$ cat src/psgva_pkg.sv
// Shared types, codes and the tone period table of the voice allocator.
package psgva_pkg;

  typedef enum logic [1:0] {
    KIND_KEY_ON  = 2'd0,
    KIND_KEY_OFF = 2'd1,
    KIND_EXPR    = 2'd2,
    KIND_BEND    = 2'd3
  } kind_t;

  // Channel whose key-ons are ignored (percussion channel).
  localparam logic [7:0] DRUM_CHANNEL = 8'd9;

  // Bias that maps the signed bend word onto 0..16383.
  localparam logic [13:0] BEND_BIAS = 14'h2000;

  localparam int unsigned QUEUE_DEPTH = 2;

  typedef struct packed {
    kind_t              kind;
    logic [15:0]        voice_id;
    logic [6:0]         note;
    logic [6:0]         velocity;
    logic [6:0]         expression;
    logic signed [13:0] bend;
  } item_t;

  // Handshake between the front queue and the engine.
  typedef struct packed {
    logic  valid;
    item_t item;
  } queue_head_t;

  typedef struct packed {
    logic       chip;
    logic [3:0] register_index;
    logic [7:0] write_data;
    logic       last;
  } write_t;

  localparam logic [11:0] PERIOD_TABLE [128] = '{
    12'd4095, 12'd4095, 12'd4095, 12'd4095, 12'd4095, 12'd4095, 12'd4095, 12'd4095,
    12'd4095, 12'd4095, 12'd4095, 12'd4081, 12'd3852, 12'd3636, 12'd3432, 12'd3239,
    12'd3057, 12'd2886, 12'd2724, 12'd2571, 12'd2427, 12'd2290, 12'd2162, 12'd2040,
    12'd1926, 12'd1818, 12'd1716, 12'd1619, 12'd1528, 12'd1443, 12'd1362, 12'd1285,
    12'd1213, 12'd1145, 12'd1081, 12'd1020, 12'd963,  12'd909,  12'd858,  12'd809,
    12'd764,  12'd721,  12'd681,  12'd642,  12'd606,  12'd572,  12'd540,  12'd510,
    12'd481,  12'd454,  12'd429,  12'd404,  12'd382,  12'd360,  12'd340,  12'd321,
    12'd303,  12'd286,  12'd270,  12'd255,  12'd240,  12'd227,  12'd214,  12'd202,
    12'd191,  12'd180,  12'd170,  12'd160,  12'd151,  12'd143,  12'd135,  12'd127,
    12'd120,  12'd113,  12'd107,  12'd101,  12'd95,   12'd90,   12'd85,   12'd80,
    12'd75,   12'd71,   12'd67,   12'd63,   12'd60,   12'd56,   12'd53,   12'd50,
    12'd47,   12'd45,   12'd42,   12'd40,   12'd37,   12'd35,   12'd33,   12'd31,
    12'd30,   12'd28,   12'd26,   12'd25,   12'd23,   12'd22,   12'd21,   12'd20,
    12'd18,   12'd17,   12'd16,   12'd15,   12'd15,   12'd14,   12'd13,   12'd12,
    12'd11,   12'd11,   12'd10,   12'd10,   12'd9,    12'd8,    12'd8,    12'd7,
    12'd7,    12'd7,    12'd6,    12'd6,    12'd5,    12'd5,    12'd5,    12'd5
  };

endpackage

$ cat src/psgva_in_if.sv
// Note event channel: valid/ready handshake with the event fields.
interface psgva_in_if;
  logic               valid;
  logic               ready;
  logic [1:0]         kind;
  logic [15:0]        voice_id;
  logic [6:0]         note;
  logic [6:0]         velocity;
  logic [6:0]         expression;
  logic signed [13:0] bend;

  modport source (output valid, kind, voice_id, note, velocity, expression, bend,
                  input ready);
  modport sink   (input valid, kind, voice_id, note, velocity, expression, bend,
                  output ready);
endinterface

$ cat src/psgva_out_if.sv
// Register write channel: valid/ready handshake with one chip write.
interface psgva_out_if;
  logic       valid;
  logic       ready;
  logic       chip;
  logic [3:0] register_index;
  logic [7:0] write_data;
  logic       last;

  modport source (output valid, chip, register_index, write_data, last, input ready);
  modport sink   (input valid, chip, register_index, write_data, last, output ready);
endinterface

$ cat src/psgva_front.sv
// Front end: accepts note events, drops drum-channel key-ons, queues the rest.
module psgva_front (
  input  logic                    clk,
  input  logic                    rst_n,
  input  logic                    in_valid,
  output logic                    in_ready,
  input  psgva_pkg::item_t        in_item,
  output psgva_pkg::queue_head_t  head,
  input  logic                    head_pop
);
  import psgva_pkg::*;

  localparam int unsigned AW = (QUEUE_DEPTH > 1) ? $clog2(QUEUE_DEPTH) : 1;
  localparam int unsigned CW = $clog2(QUEUE_DEPTH + 1);

  item_t          slot_r [QUEUE_DEPTH];
  logic [AW-1:0]  wptr_r, rptr_r;
  logic [CW-1:0]  fill_r;
  logic           take, drop, push, pop;

  assign in_ready = (fill_r != CW'(QUEUE_DEPTH));
  assign take     = in_valid && in_ready;
  // drum-channel key-ons produce nothing: accept and drop the beat
  assign drop     = (in_item.kind == KIND_KEY_ON) && (in_item.voice_id[7:0] == DRUM_CHANNEL);
  assign push     = take && !drop;
  assign pop      = head_pop && (fill_r != '0);

  assign head.valid = (fill_r != '0);
  assign head.item  = slot_r[rptr_r];

  always_ff @(posedge clk) begin
    if (!rst_n) begin
      wptr_r <= '0;
      rptr_r <= '0;
      fill_r <= '0;
    end else begin
      if (push) begin
        wptr_r <= (wptr_r == AW'(QUEUE_DEPTH - 1)) ? '0 : wptr_r + 1'b1;
      end
      if (pop) begin
        rptr_r <= (rptr_r == AW'(QUEUE_DEPTH - 1)) ? '0 : rptr_r + 1'b1;
      end
      fill_r <= fill_r + CW'(push) - CW'(pop);
    end
  end

  always_ff @(posedge clk) begin
    if (push) begin
      slot_r[wptr_r] <= in_item;
    end
  end

endmodule

$ cat src/psgva_engine.sv
// Back end: voice lookup, allocation, list upkeep and register write sequencing.
module psgva_engine #(
  parameter int unsigned VOICES          = 6,
  parameter int unsigned VOICES_PER_CHIP = 3,
  parameter int unsigned FRACTION_BITS   = 7
) (
  input  logic                   clk,
  input  logic                   rst_n,
  input  psgva_pkg::queue_head_t head,
  output logic                   head_pop,
  output logic                   out_valid,
  input  logic                   out_ready,
  output psgva_pkg::write_t      out_write
);
  import psgva_pkg::*;

  localparam int unsigned VW = (VOICES > 1) ? $clog2(VOICES) : 1;
  localparam int unsigned CW = $clog2(VOICES + 1);
  localparam int unsigned F  = FRACTION_BITS;
  localparam int unsigned PW = F + 13;
  localparam int unsigned SEMI_BIAS = 8192 >> FRACTION_BITS;

  typedef enum logic [11:0] {
    ST_IDLE    = 12'b000000000001,
    ST_DECODE  = 12'b000000000010,
    ST_FINDPOS = 12'b000000000100,
    ST_INSERT  = 12'b000000001000,
    ST_STORE   = 12'b000000010000,
    ST_TONE_A  = 12'b000000100000,
    ST_TONE_B  = 12'b000001000000,
    ST_LO      = 12'b000010000000,
    ST_HI      = 12'b000100000000,
    ST_VOL     = 12'b001000000000,
    ST_SCAN    = 12'b010000000000,
    ST_FINISH  = 12'b100000000000
  } state_t;

  state_t         st_r, st_nxt;
  item_t          cur_r;
  logic [VW-1:0]  v_r;
  logic [CW-1:0]  pos_r, cnt_r, fcnt_r;
  logic [VOICES-1:0] act_r;

  logic [15:0]    ident_r [VOICES];
  logic [6:0]     vel_r   [VOICES];
  logic [6:0]     expr_r  [VOICES];
  logic [5:0]     prio_r  [VOICES];
  logic [6:0]     note_r  [VOICES];
  logic [VW-1:0]  order_r [VOICES];
  logic [VW-1:0]  fstack_r[VOICES];

  logic [11:0]    pa_r, pb_r;
  logic [F-1:0]   det_r;
  logic [PW-1:0]  prod_a_r, prod_b_r;
  logic [7:0]     dp_hi_r;

  logic           pend_valid_r, out_valid_r;
  write_t         pend_r, out_r;

  // per-voice chip select and channel, fixed at elaboration
  logic           voice_chip [VOICES];
  logic [1:0]     voice_ch   [VOICES];

  for (genvar g = 0; g < VOICES; g++) begin : g_map
    assign voice_chip[g] = 1'((g / VOICES_PER_CHIP) % 2);
    assign voice_ch[g]   = 2'(g % VOICES_PER_CHIP);
  end

  // key lookup over all voices in parallel; active identities are unique
  logic [VOICES-1:0] hit_vec;
  logic              hit_any;
  logic [VW-1:0]     hit_idx;
  logic [VW-1:0]     opos;
  logic [5:0]        prio_new;
  logic [13:0]       prio_prod;
  logic              pos_adv;
  logic [VW-1:0]     scan_v;
  logic              scan_hit;

  always_comb begin
    hit_vec = '0;
    hit_any = 1'b0;
    hit_idx = '0;
    opos    = '0;
    for (int i = 0; i < VOICES; i++) begin
      hit_vec[i] = act_r[i] && (ident_r[i] == cur_r.voice_id);
    end
    for (int i = VOICES - 1; i >= 0; i--) begin
      if (hit_vec[i]) begin
        hit_any = 1'b1;
        hit_idx = VW'(i);
      end
    end
    for (int i = VOICES - 1; i >= 0; i--) begin
      if ((CW'(i) < cnt_r) && (order_r[i] == hit_idx)) begin
        opos = VW'(i);
      end
    end
  end

  assign prio_prod = cur_r.velocity * cur_r.expression;
  assign prio_new  = prio_prod[13:8];
  assign scan_v    = order_r[pos_r[VW-1:0]];
  assign pos_adv   = (pos_r < cnt_r) && (prio_new >= prio_r[scan_v]);
  assign scan_hit  = (ident_r[scan_v][7:0] == cur_r.voice_id[7:0]);

  // pitch: index and neighbor from the bend, then interpolate
  logic [13:0]        biased;
  logic signed [15:0] idx_s;
  logic [6:0]         idx, nb;
  logic [F:0]         wa;
  logic [F+15:0]      dsum;
  logic [15:0]        dp;
  logic [13:0]        vol_prod;

  always_comb begin
    biased = cur_r.bend ^ BEND_BIAS;
    idx_s  = $signed({9'b0, note_r[v_r]}) + $signed(16'(biased >> F)) - 16'(SEMI_BIAS);
    if (idx_s < 0) begin
      idx = '0;
    end else if (idx_s > 16'sd127) begin
      idx = 7'd127;
    end else begin
      idx = idx_s[6:0];
    end
    nb   = (idx == 7'd127) ? idx : idx + 7'd1;
    wa   = (F+1)'(1 << F) - (F+1)'(det_r);
    dsum = (F+16)'(prod_a_r) + (F+16)'(prod_b_r);
    dp   = 16'(dsum >> F);
  end

  assign vol_prod = vel_r[v_r] * expr_r[v_r];

  // write staging: one write is held back so the final one can carry last
  logic   out_room, can_emit, emit_vld, emit_fire, mv_out, mv_last;
  write_t emit_w;

  assign out_room = !out_valid_r || out_ready;
  assign can_emit = !pend_valid_r || out_room;

  always_comb begin
    emit_vld                 = 1'b0;
    emit_w.chip              = voice_chip[v_r];
    emit_w.register_index    = 4'({voice_ch[v_r], 1'b0});
    emit_w.write_data        = dp[7:0];
    emit_w.last              = 1'b0;
    unique case (st_r)
      ST_LO: begin
        emit_vld = 1'b1;
      end
      ST_HI: begin
        emit_vld              = 1'b1;
        emit_w.register_index = 4'({voice_ch[v_r], 1'b1});
        emit_w.write_data     = dp_hi_r;
      end
      ST_VOL: begin
        emit_vld              = 1'b1;
        emit_w.register_index = 4'({2'b10, voice_ch[v_r]});
        emit_w.write_data     = (cur_r.kind == KIND_KEY_OFF) ? 8'd0 : 8'(vol_prod[13:10]);
      end
      default: ;
    endcase
  end

  assign emit_fire = emit_vld && can_emit;
  assign mv_last   = (st_r == ST_FINISH) && pend_valid_r && out_room;
  assign mv_out    = (emit_fire && pend_valid_r) || mv_last;
  assign head_pop  = (st_r == ST_IDLE) && head.valid;

  always_comb begin
    st_nxt = st_r;
    unique case (st_r)
      ST_IDLE:    if (head.valid) st_nxt = ST_DECODE;
      ST_DECODE: begin
        unique case (cur_r.kind)
          KIND_KEY_ON: begin
            if (hit_any) st_nxt = ST_STORE;
            else if (fcnt_r != '0 || cnt_r != '0) st_nxt = ST_FINDPOS;
            else st_nxt = ST_FINISH;
          end
          KIND_KEY_OFF: st_nxt = hit_any ? ST_VOL : ST_FINISH;
          default:      st_nxt = ST_SCAN;
        endcase
      end
      ST_FINDPOS: if (!pos_adv) st_nxt = ST_INSERT;
      ST_INSERT:  st_nxt = ST_STORE;
      ST_STORE:   st_nxt = ST_TONE_A;
      ST_TONE_A:  st_nxt = ST_TONE_B;
      ST_TONE_B:  st_nxt = ST_LO;
      ST_LO:      if (can_emit) st_nxt = ST_HI;
      ST_HI:      if (can_emit) st_nxt = (cur_r.kind == KIND_BEND) ? ST_SCAN : ST_VOL;
      ST_VOL:     if (can_emit) st_nxt = (cur_r.kind == KIND_EXPR) ? ST_SCAN : ST_FINISH;
      ST_SCAN: begin
        if (pos_r >= cnt_r) st_nxt = ST_FINISH;
        else if (scan_hit) st_nxt = (cur_r.kind == KIND_EXPR) ? ST_VOL : ST_TONE_A;
      end
      ST_FINISH:  if (!pend_valid_r || out_room) st_nxt = ST_IDLE;
      default:    st_nxt = ST_IDLE;
    endcase
  end

  // control state and voice tables
  always_ff @(posedge clk) begin
    if (!rst_n) begin
      st_r         <= ST_IDLE;
      cnt_r        <= '0;
      fcnt_r       <= CW'(VOICES);
      act_r        <= '0;
      pend_valid_r <= 1'b0;
      out_valid_r  <= 1'b0;
      for (int i = 0; i < VOICES; i++) begin
        fstack_r[i] <= VW'(VOICES - 1 - i);
        ident_r[i]  <= '0;
        vel_r[i]    <= '0;
        expr_r[i]   <= '0;
        prio_r[i]   <= '0;
        note_r[i]   <= '0;
      end
    end else begin
      st_r <= st_nxt;

      if (st_r == ST_DECODE && cur_r.kind == KIND_KEY_ON && !hit_any) begin
        if (fcnt_r != '0) begin
          fcnt_r <= fcnt_r - 1'b1;
        end else if (cnt_r != '0) begin
          // steal the lowest-priority voice at the head of the list
          cnt_r <= cnt_r - 1'b1;
          act_r[order_r[0]] <= 1'b0;
        end
      end
      if (st_r == ST_DECODE && cur_r.kind == KIND_KEY_OFF && hit_any) begin
        cnt_r          <= cnt_r - 1'b1;
        act_r[hit_idx] <= 1'b0;
        if (fcnt_r < CW'(VOICES)) begin
          fstack_r[fcnt_r[VW-1:0]] <= hit_idx;
          fcnt_r                   <= fcnt_r + 1'b1;
        end
      end
      if (st_r == ST_INSERT) begin
        cnt_r      <= cnt_r + 1'b1;
        act_r[v_r] <= 1'b1;
      end
      if (st_r == ST_STORE) begin
        ident_r[v_r] <= cur_r.voice_id;
        vel_r[v_r]   <= cur_r.velocity;
        expr_r[v_r]  <= cur_r.expression;
        prio_r[v_r]  <= prio_new;
        note_r[v_r]  <= cur_r.note;
      end
      if (st_r == ST_SCAN && pos_r < cnt_r && scan_hit && cur_r.kind == KIND_EXPR) begin
        expr_r[scan_v] <= cur_r.expression;
      end

      if (emit_fire) begin
        pend_valid_r <= 1'b1;
      end else if (mv_last) begin
        pend_valid_r <= 1'b0;
      end
      if (mv_out) begin
        out_valid_r <= 1'b1;
      end else if (out_ready) begin
        out_valid_r <= 1'b0;
      end
    end
  end

  // payload, list order and datapath registers
  always_ff @(posedge clk) begin
    if (head_pop) begin
      cur_r <= head.item;
    end
    if (st_r == ST_DECODE) begin
      pos_r <= '0;
      if (cur_r.kind == KIND_KEY_ON) begin
        if (hit_any) begin
          v_r <= hit_idx;
        end else if (fcnt_r != '0) begin
          v_r <= fstack_r[VW'(fcnt_r - 1'b1)];
        end else if (cnt_r != '0) begin
          v_r <= order_r[0];
          for (int i = 0; i + 1 < VOICES; i++) begin
            order_r[i] <= order_r[i+1];
          end
        end
      end else if (cur_r.kind == KIND_KEY_OFF && hit_any) begin
        v_r <= hit_idx;
        for (int i = 0; i + 1 < VOICES; i++) begin
          if (VW'(i) >= opos) begin
            order_r[i] <= order_r[i+1];
          end
        end
      end
    end
    if (st_r == ST_FINDPOS && pos_adv) begin
      pos_r <= pos_r + 1'b1;
    end
    if (st_r == ST_INSERT) begin
      for (int i = 0; i < VOICES; i++) begin
        if (CW'(i) == pos_r) begin
          order_r[i] <= v_r;
        end
      end
      for (int i = 1; i < VOICES; i++) begin
        if (CW'(i) > pos_r) begin
          order_r[i] <= order_r[i-1];
        end
      end
    end
    if (st_r == ST_SCAN && pos_r < cnt_r) begin
      pos_r <= pos_r + 1'b1;
      if (scan_hit) begin
        v_r <= scan_v;
      end
    end
    if (st_r == ST_TONE_A) begin
      pa_r  <= PERIOD_TABLE[idx];
      pb_r  <= PERIOD_TABLE[nb];
      det_r <= biased[F-1:0];
    end
    if (st_r == ST_TONE_B) begin
      prod_a_r <= PW'(wa * pa_r);
      prod_b_r <= PW'(det_r * pb_r);
    end
    if (st_r == ST_LO) begin
      dp_hi_r <= dp[15:8];
    end
    if (emit_fire) begin
      pend_r <= emit_w;
    end
    if (mv_out) begin
      out_r.chip           <= pend_r.chip;
      out_r.register_index <= pend_r.register_index;
      out_r.write_data     <= pend_r.write_data;
      out_r.last           <= mv_last;
    end
  end

  assign out_valid = out_valid_r;
  assign out_write = out_r;

endmodule

$ cat src/psg_voice_allocator.sv
// Top level of the voice allocator: event queue front end and write engine.
//
// Usage: note events enter on in_ch (valid/ready); each accepted beat is one
// key-on, key-off, expression or pitch-bend event. Register writes for two
// three-channel sound chips leave on out_ch, one write per beat, and the
// final write caused by an event carries last=1. Events that cause no write
// (drum-channel key-ons, unknown key-offs, unmatched channel events) leave
// nothing on out_ch.
// Sequencing: an event waits in a two-entry queue; the engine then runs
// DECODE, STORE, TONE_A, TONE_B, LO, HI, VOL and FINISH for a key-on that
// reuses its voice, and adds FINDPOS, which walks the list to find the insert
// position, and INSERT for one that takes a free or stolen voice. A key-off
// that hits runs DECODE, VOL and FINISH. Channel events run DECODE, then SCAN
// over the active voices, with TONE_A, TONE_B, LO and HI per matching voice for
// a bend or VOL for an expression, then FINISH. The period interpolation is two-stage.
// Reset: all voices free (voice 0 popped first), no active voices.
// Stalls: when out_ch is not ready, the engine holds its current write and
// stops; the front queue keeps taking events until it is full.
module psg_voice_allocator #(
  parameter int unsigned VOICES          = 6,
  parameter int unsigned VOICES_PER_CHIP = 3,
  parameter int unsigned FRACTION_BITS   = 7
) (
  input  logic        clk,
  input  logic        rst_n,
  psgva_in_if.sink    in_ch,
  psgva_out_if.source out_ch
);
  import psgva_pkg::*;

  item_t       in_item;
  queue_head_t head;
  logic        head_pop;
  write_t      wr;

  // pack the event fields into one queue entry
  assign in_item.kind       = kind_t'(in_ch.kind);
  assign in_item.voice_id   = in_ch.voice_id;
  assign in_item.note       = in_ch.note;
  assign in_item.velocity   = in_ch.velocity;
  assign in_item.expression = in_ch.expression;
  assign in_item.bend       = in_ch.bend;

  psgva_front u_front (
    .clk      (clk),
    .rst_n    (rst_n),
    .in_valid (in_ch.valid),
    .in_ready (in_ch.ready),
    .in_item  (in_item),
    .head     (head),
    .head_pop (head_pop)
  );

  psgva_engine #(
    .VOICES          (VOICES),
    .VOICES_PER_CHIP (VOICES_PER_CHIP),
    .FRACTION_BITS   (FRACTION_BITS)
  ) u_engine (
    .clk       (clk),
    .rst_n     (rst_n),
    .head      (head),
    .head_pop  (head_pop),
    .out_valid (out_ch.valid),
    .out_ready (out_ch.ready),
    .out_write (wr)
  );

  // drive the write beat
  assign out_ch.chip           = wr.chip;
  assign out_ch.register_index = wr.register_index;
  assign out_ch.write_data     = wr.write_data;
  assign out_ch.last           = wr.last;

endmodule
$ cat src/flat_wrapper.sv
// flat-port wrapper written by rule: the top's interface ports become plain ports
module psg_voice_allocator_flat import psgva_pkg::*;
#(
  parameter int unsigned VOICES          = 6,
  parameter int unsigned VOICES_PER_CHIP = 3,
  parameter int unsigned FRACTION_BITS   = 7
)
  (clk, rst_n, in_ch_valid, in_ch_kind, in_ch_voice_id, in_ch_note, in_ch_velocity, in_ch_expression, in_ch_bend, in_ch_ready, out_ch_valid, out_ch_chip, out_ch_register_index, out_ch_write_data, out_ch_last, out_ch_ready);
  psgva_in_if in_ch_i ();
  psgva_out_if out_ch_i ();
  input  logic clk;
  input  logic rst_n;
  input wire logic [$bits(in_ch_i.valid)-1:0] in_ch_valid;
  input wire logic [$bits(in_ch_i.kind)-1:0] in_ch_kind;
  input wire logic [$bits(in_ch_i.voice_id)-1:0] in_ch_voice_id;
  input wire logic [$bits(in_ch_i.note)-1:0] in_ch_note;
  input wire logic [$bits(in_ch_i.velocity)-1:0] in_ch_velocity;
  input wire logic [$bits(in_ch_i.expression)-1:0] in_ch_expression;
  input wire logic [$bits(in_ch_i.bend)-1:0] in_ch_bend;
  output wire logic [$bits(in_ch_i.ready)-1:0] in_ch_ready;
  output wire logic [$bits(out_ch_i.valid)-1:0] out_ch_valid;
  output wire logic [$bits(out_ch_i.chip)-1:0] out_ch_chip;
  output wire logic [$bits(out_ch_i.register_index)-1:0] out_ch_register_index;
  output wire logic [$bits(out_ch_i.write_data)-1:0] out_ch_write_data;
  output wire logic [$bits(out_ch_i.last)-1:0] out_ch_last;
  input wire logic [$bits(out_ch_i.ready)-1:0] out_ch_ready;
  assign in_ch_i.valid = in_ch_valid;
  assign in_ch_i.kind = in_ch_kind;
  assign in_ch_i.voice_id = in_ch_voice_id;
  assign in_ch_i.note = in_ch_note;
  assign in_ch_i.velocity = in_ch_velocity;
  assign in_ch_i.expression = in_ch_expression;
  assign in_ch_i.bend = in_ch_bend;
  assign in_ch_ready = in_ch_i.ready;
  assign out_ch_valid = out_ch_i.valid;
  assign out_ch_chip = out_ch_i.chip;
  assign out_ch_register_index = out_ch_i.register_index;
  assign out_ch_write_data = out_ch_i.write_data;
  assign out_ch_last = out_ch_i.last;
  assign out_ch_i.ready = out_ch_ready;
  psg_voice_allocator #(.VOICES(VOICES), .VOICES_PER_CHIP(VOICES_PER_CHIP), .FRACTION_BITS(FRACTION_BITS)) u_core (.clk(clk), .rst_n(rst_n), .in_ch(in_ch_i), .out_ch(out_ch_i));
endmodule
$ cat config.mk
export PLATFORM = sky130hd
export DESIGN_NAME = psg_voice_allocator_flat
export DESIGN_NICKNAME = d
export VERILOG_FILES = /design/src/psgva_pkg.sv /design/src/psgva_in_if.sv /design/src/psgva_out_if.sv /design/src/psgva_front.sv /design/src/psgva_engine.sv /design/src/psg_voice_allocator.sv /design/src/flat_wrapper.sv
export SDC_FILE = /design/constraint.sdc
export NUM_CORES = 2
export LEC_CHECK = 0
export ABC_CLOCK_PERIOD_IN_PS = 28800
export BUFFER_PORTS_ARGS = -buffer_cell sky130_fd_sc_hd__clkbuf_2
export CAP_MARGIN = 10
export CORE_MARGIN = 5
export CORE_UTILIZATION = 40
export DETAILED_ROUTE_END_ITERATION = 6
export GPL_TIMING_DRIVEN = 1
export PLACE_DENSITY = 0.54
export SYNTH_ARGS = -nofsm -noshare
export SYNTH_HDL_FRONTEND = slang
export SYNTH_SLANG_ARGS = --single-unit
export TNS_END_PERCENT = 20
$ cat constraint.sdc
create_clock -name clk -period 28.8 [get_ports clk]
set_clock_uncertainty 0.2 [all_clocks]
set_input_delay 4.32 -clock clk [delete_from_list [all_inputs] [get_ports clk]]
set_output_delay 4.32 -clock clk [all_outputs]
set_load 0.005 [all_outputs]
==> metrics.txt <==
status=complete, no violations; fill count=around 9600; syn_area_per_cell=11.4 um2; Fmax=roughly 0.11 GHz; worst rel slew slack=between 20% and 30%; DRT iter0 DRCs=2470; area delta synth->final=11.1%; Sink Count=671; Chip Width=around 330 um; ant diodes=0; Longest Clk Path Bufs=3; Core Region=about 100000 um2; Top Family by Delay on Critical Path=adder cells; area share of the largest cell type after synthesis=around 46%; Syn Std Cell Area=41400 um2; startpoint types=flop; Total GRT Usage=approximately a fifth; Crit Path Category=flop to flop; row count=118; io pins=73; slowest stage delay, CP=approximately 850 ps; PortBufs=~70; Final setup viols=0; Worst-path clk slew=50 ps; CP endpoint kind=flop; Crit path top cell by count=ha_1; pin count of the biggest net entering global routing=90; CP startpoint=u_core.u_engine.v_r[0]; Buf/Inv on CP=5; final-stage net count=around 4000; most common cell after layout, fill and taps aside=edfxtp_1; Ys Warns=0; Initial Utilization=40.1%; Worst Tran Pin Value=about 1100 ps; ys flop type=edfxtp_1; Post-synth EDFFs=635; most frequent cells in the layout=635 x edfxtp_1, 316 x nor2_1, 305 x nand2_1, 273 x inv_1, 214 x ha_1; initial antenna violation count=3; gp weighted congestion=0.902; R2R setup slack=about 19000 ps; Final Hold Fails=0; maxcap violations=0; via count=28321; Critical Path RT=28950 ps; Root Driver=clkbuf_16; CTS tree=built; Final Critical Period=roughly 9500 ps; Syn Inst Count=between 3000 and 4000; Max Slew Vio Count=0; post-CTS setup buffer count=0; die outline height=roughly 330 um; RSZ-0062 raised after global routing=false; Hold Path Cell Cnt=0; Fin Setup TNS=0 ps; vias in the first global route=around 28000; drt via density=between 5 and 6; die area=about 110000 um2; post_cts resized=0; flops & latches, synth=671; Final period util=around 33%; hold_buf cts=0; Unique masters post-synth=89; DRT antenna net count=0; Reg2Reg Capture Point=u_core.u_engine.pb_r[6]; Hold WC Path Type=flop to flop; CP max FO=47; worst hold endpoint=u_core.u_engine.out_write[2]; multi-input logic area=~20000 um2; H-tree depth=3; Worst EP arrival=9670 ps; FF/Latch Area=approximately 20000 um2; wire per inst=~22 um; final wirelength=110 mm; drt first pass iters=6; global-route wire length before repair=about 170 mm; cts bufs inserted=between 70 and 80; # DRC=0; crit path max-delay cell type=a2111oi_1; GRT overflow=0; crit path cell chain=buf_4 -> mux4_2 -> mux2_2 -> ha_1 -> ha_1 -> fa_1 -> a21o_1 -> a21o_1 -> a2111oi_1 -> or3_1 -> o21ai_1 -> inv_1 -> ha_1 -> inv_1 -> ha_1 -> o21ai_1 -> buf_4 -> inv_1 -> ha_1 -> a311oi_1 -> o21ai_0 -> mux2i_1 -> a31oi_1 -> o31ai_1; share of layout cells above drive strength 1=about an eighth; HPWL after DPL=roughly 77 mm; top post-synthesis cells by area=edfxtp_1 46%, fa_1 7.5%, ha_1 6.5%; fraction of registers with async set/reset=0%; worst-skew pair later-pin latency=about 660 ps; hold_sp=u_core.u_engine.pend_r[2]; Worst R2R Path Depth=24; sequential-to-total area share from yosys stat=between 40% and 50%; dominant cell type by area after synthesis=edfxtp_1; Worst R2R Start=u_core.u_engine.v_r[0]
per-stage QoR:
stage                     utilization (%)  hold slack, ps  worst slack, ps  instance area [um2]  std cells
after floorplan                         -             200            19580                41500       3651
after global placement               42.0             202            19660                43400       4982
after detailed placement             42.0             205            19440                43400       4982
after CTS                            44.6             219            19380                46000       5123
after global routing                 44.6             222            18650                46000       5124
final                                44.6             217            19280                46000       5124
routing by layer:
metal | GRT usage [%] | part of all wire, %
met1 | 28.4 | 46
met2 | 30.4 | 45
met3 | 3.55 | 6.2
met4 | 5.90 | 2.8
met5 | 0 | 0.010
registers in the layout (all words and copies together) (netlist names), 14 cells and up, named ones only:
signal                     cells
u_core.u_engine.vel_r         56
u_core.u_engine.ident_r      112
u_core.u_engine.prod_a_r      20
u_core.u_engine.prod_b_r      19
u_core.u_engine.out_write     14
u_core.u_engine.order_r       18
u_core.u_front.slot_r        106
u_core.u_engine.expr_r        56
u_core.u_engine.cur_r         40
u_core.u_engine.note_r        56
u_core.u_engine.fstack_r      24
u_core.u_engine.prio_r        48
cells by family after synthesis:
kind of cell    Yosys count  share of synthesized area [%]
simple gates           1218                           14.5
flops                   671                           47.8
compound gates          556                           8.90
buf+inv                 449                           4.17
fa+ha+maj               370                           14.0
mux                     204                           6.86
xor+xnor                177                           3.76
other cells               1                        0.00905
worst max path at each step:
stage	depth (start not counted)	endpoint
3_5_place_dp	24	u_core.u_engine.pb_r[6]
5_1_grt	24	u_core.u_engine.pb_r[2]
3_3_place_gp	24	u_core.u_engine.pb_r[6]
4_1_cts	24	u_core.u_engine.pb_r[6]
6_report	24	u_core.u_engine.pb_r[6]
2_1_floorplan	32	u_core.u_engine.pb_r[7]
area by class of cell:
type,instances,area share (%)
timing repair buffer,123,1.61
multi-input combinational,2531,43.6
tap,1380,3.75
inverter,278,2.27
clock inverter,47,1.27
clock buffer,94,4.46
sequential,671,43.0
synthesized netlist by cell type (28+ instances only):
library cell	count
ha_1	214
o211ai_1	28
nand4_1	32
nand3_1	53
a21o_1	37
xor2_1	42
o21ai_0	113
clkbuf_1	146
a211oi_1	35
mux2i_1	62
mux2_2	86
a21oi_1	128
nor2_1	320
mux4_2	55
and2_1	206
nor2b_1	33
and3_1	73
dfxtp_1	36
edfxtp_1	635
inv_1	273
nor3_1	67
xnor2_1	134
fa_1	156
nand2_1	308
Power is not shown: default switching activity piles up to over one toggle a cycle in this logic, so the estimate is an artifact.
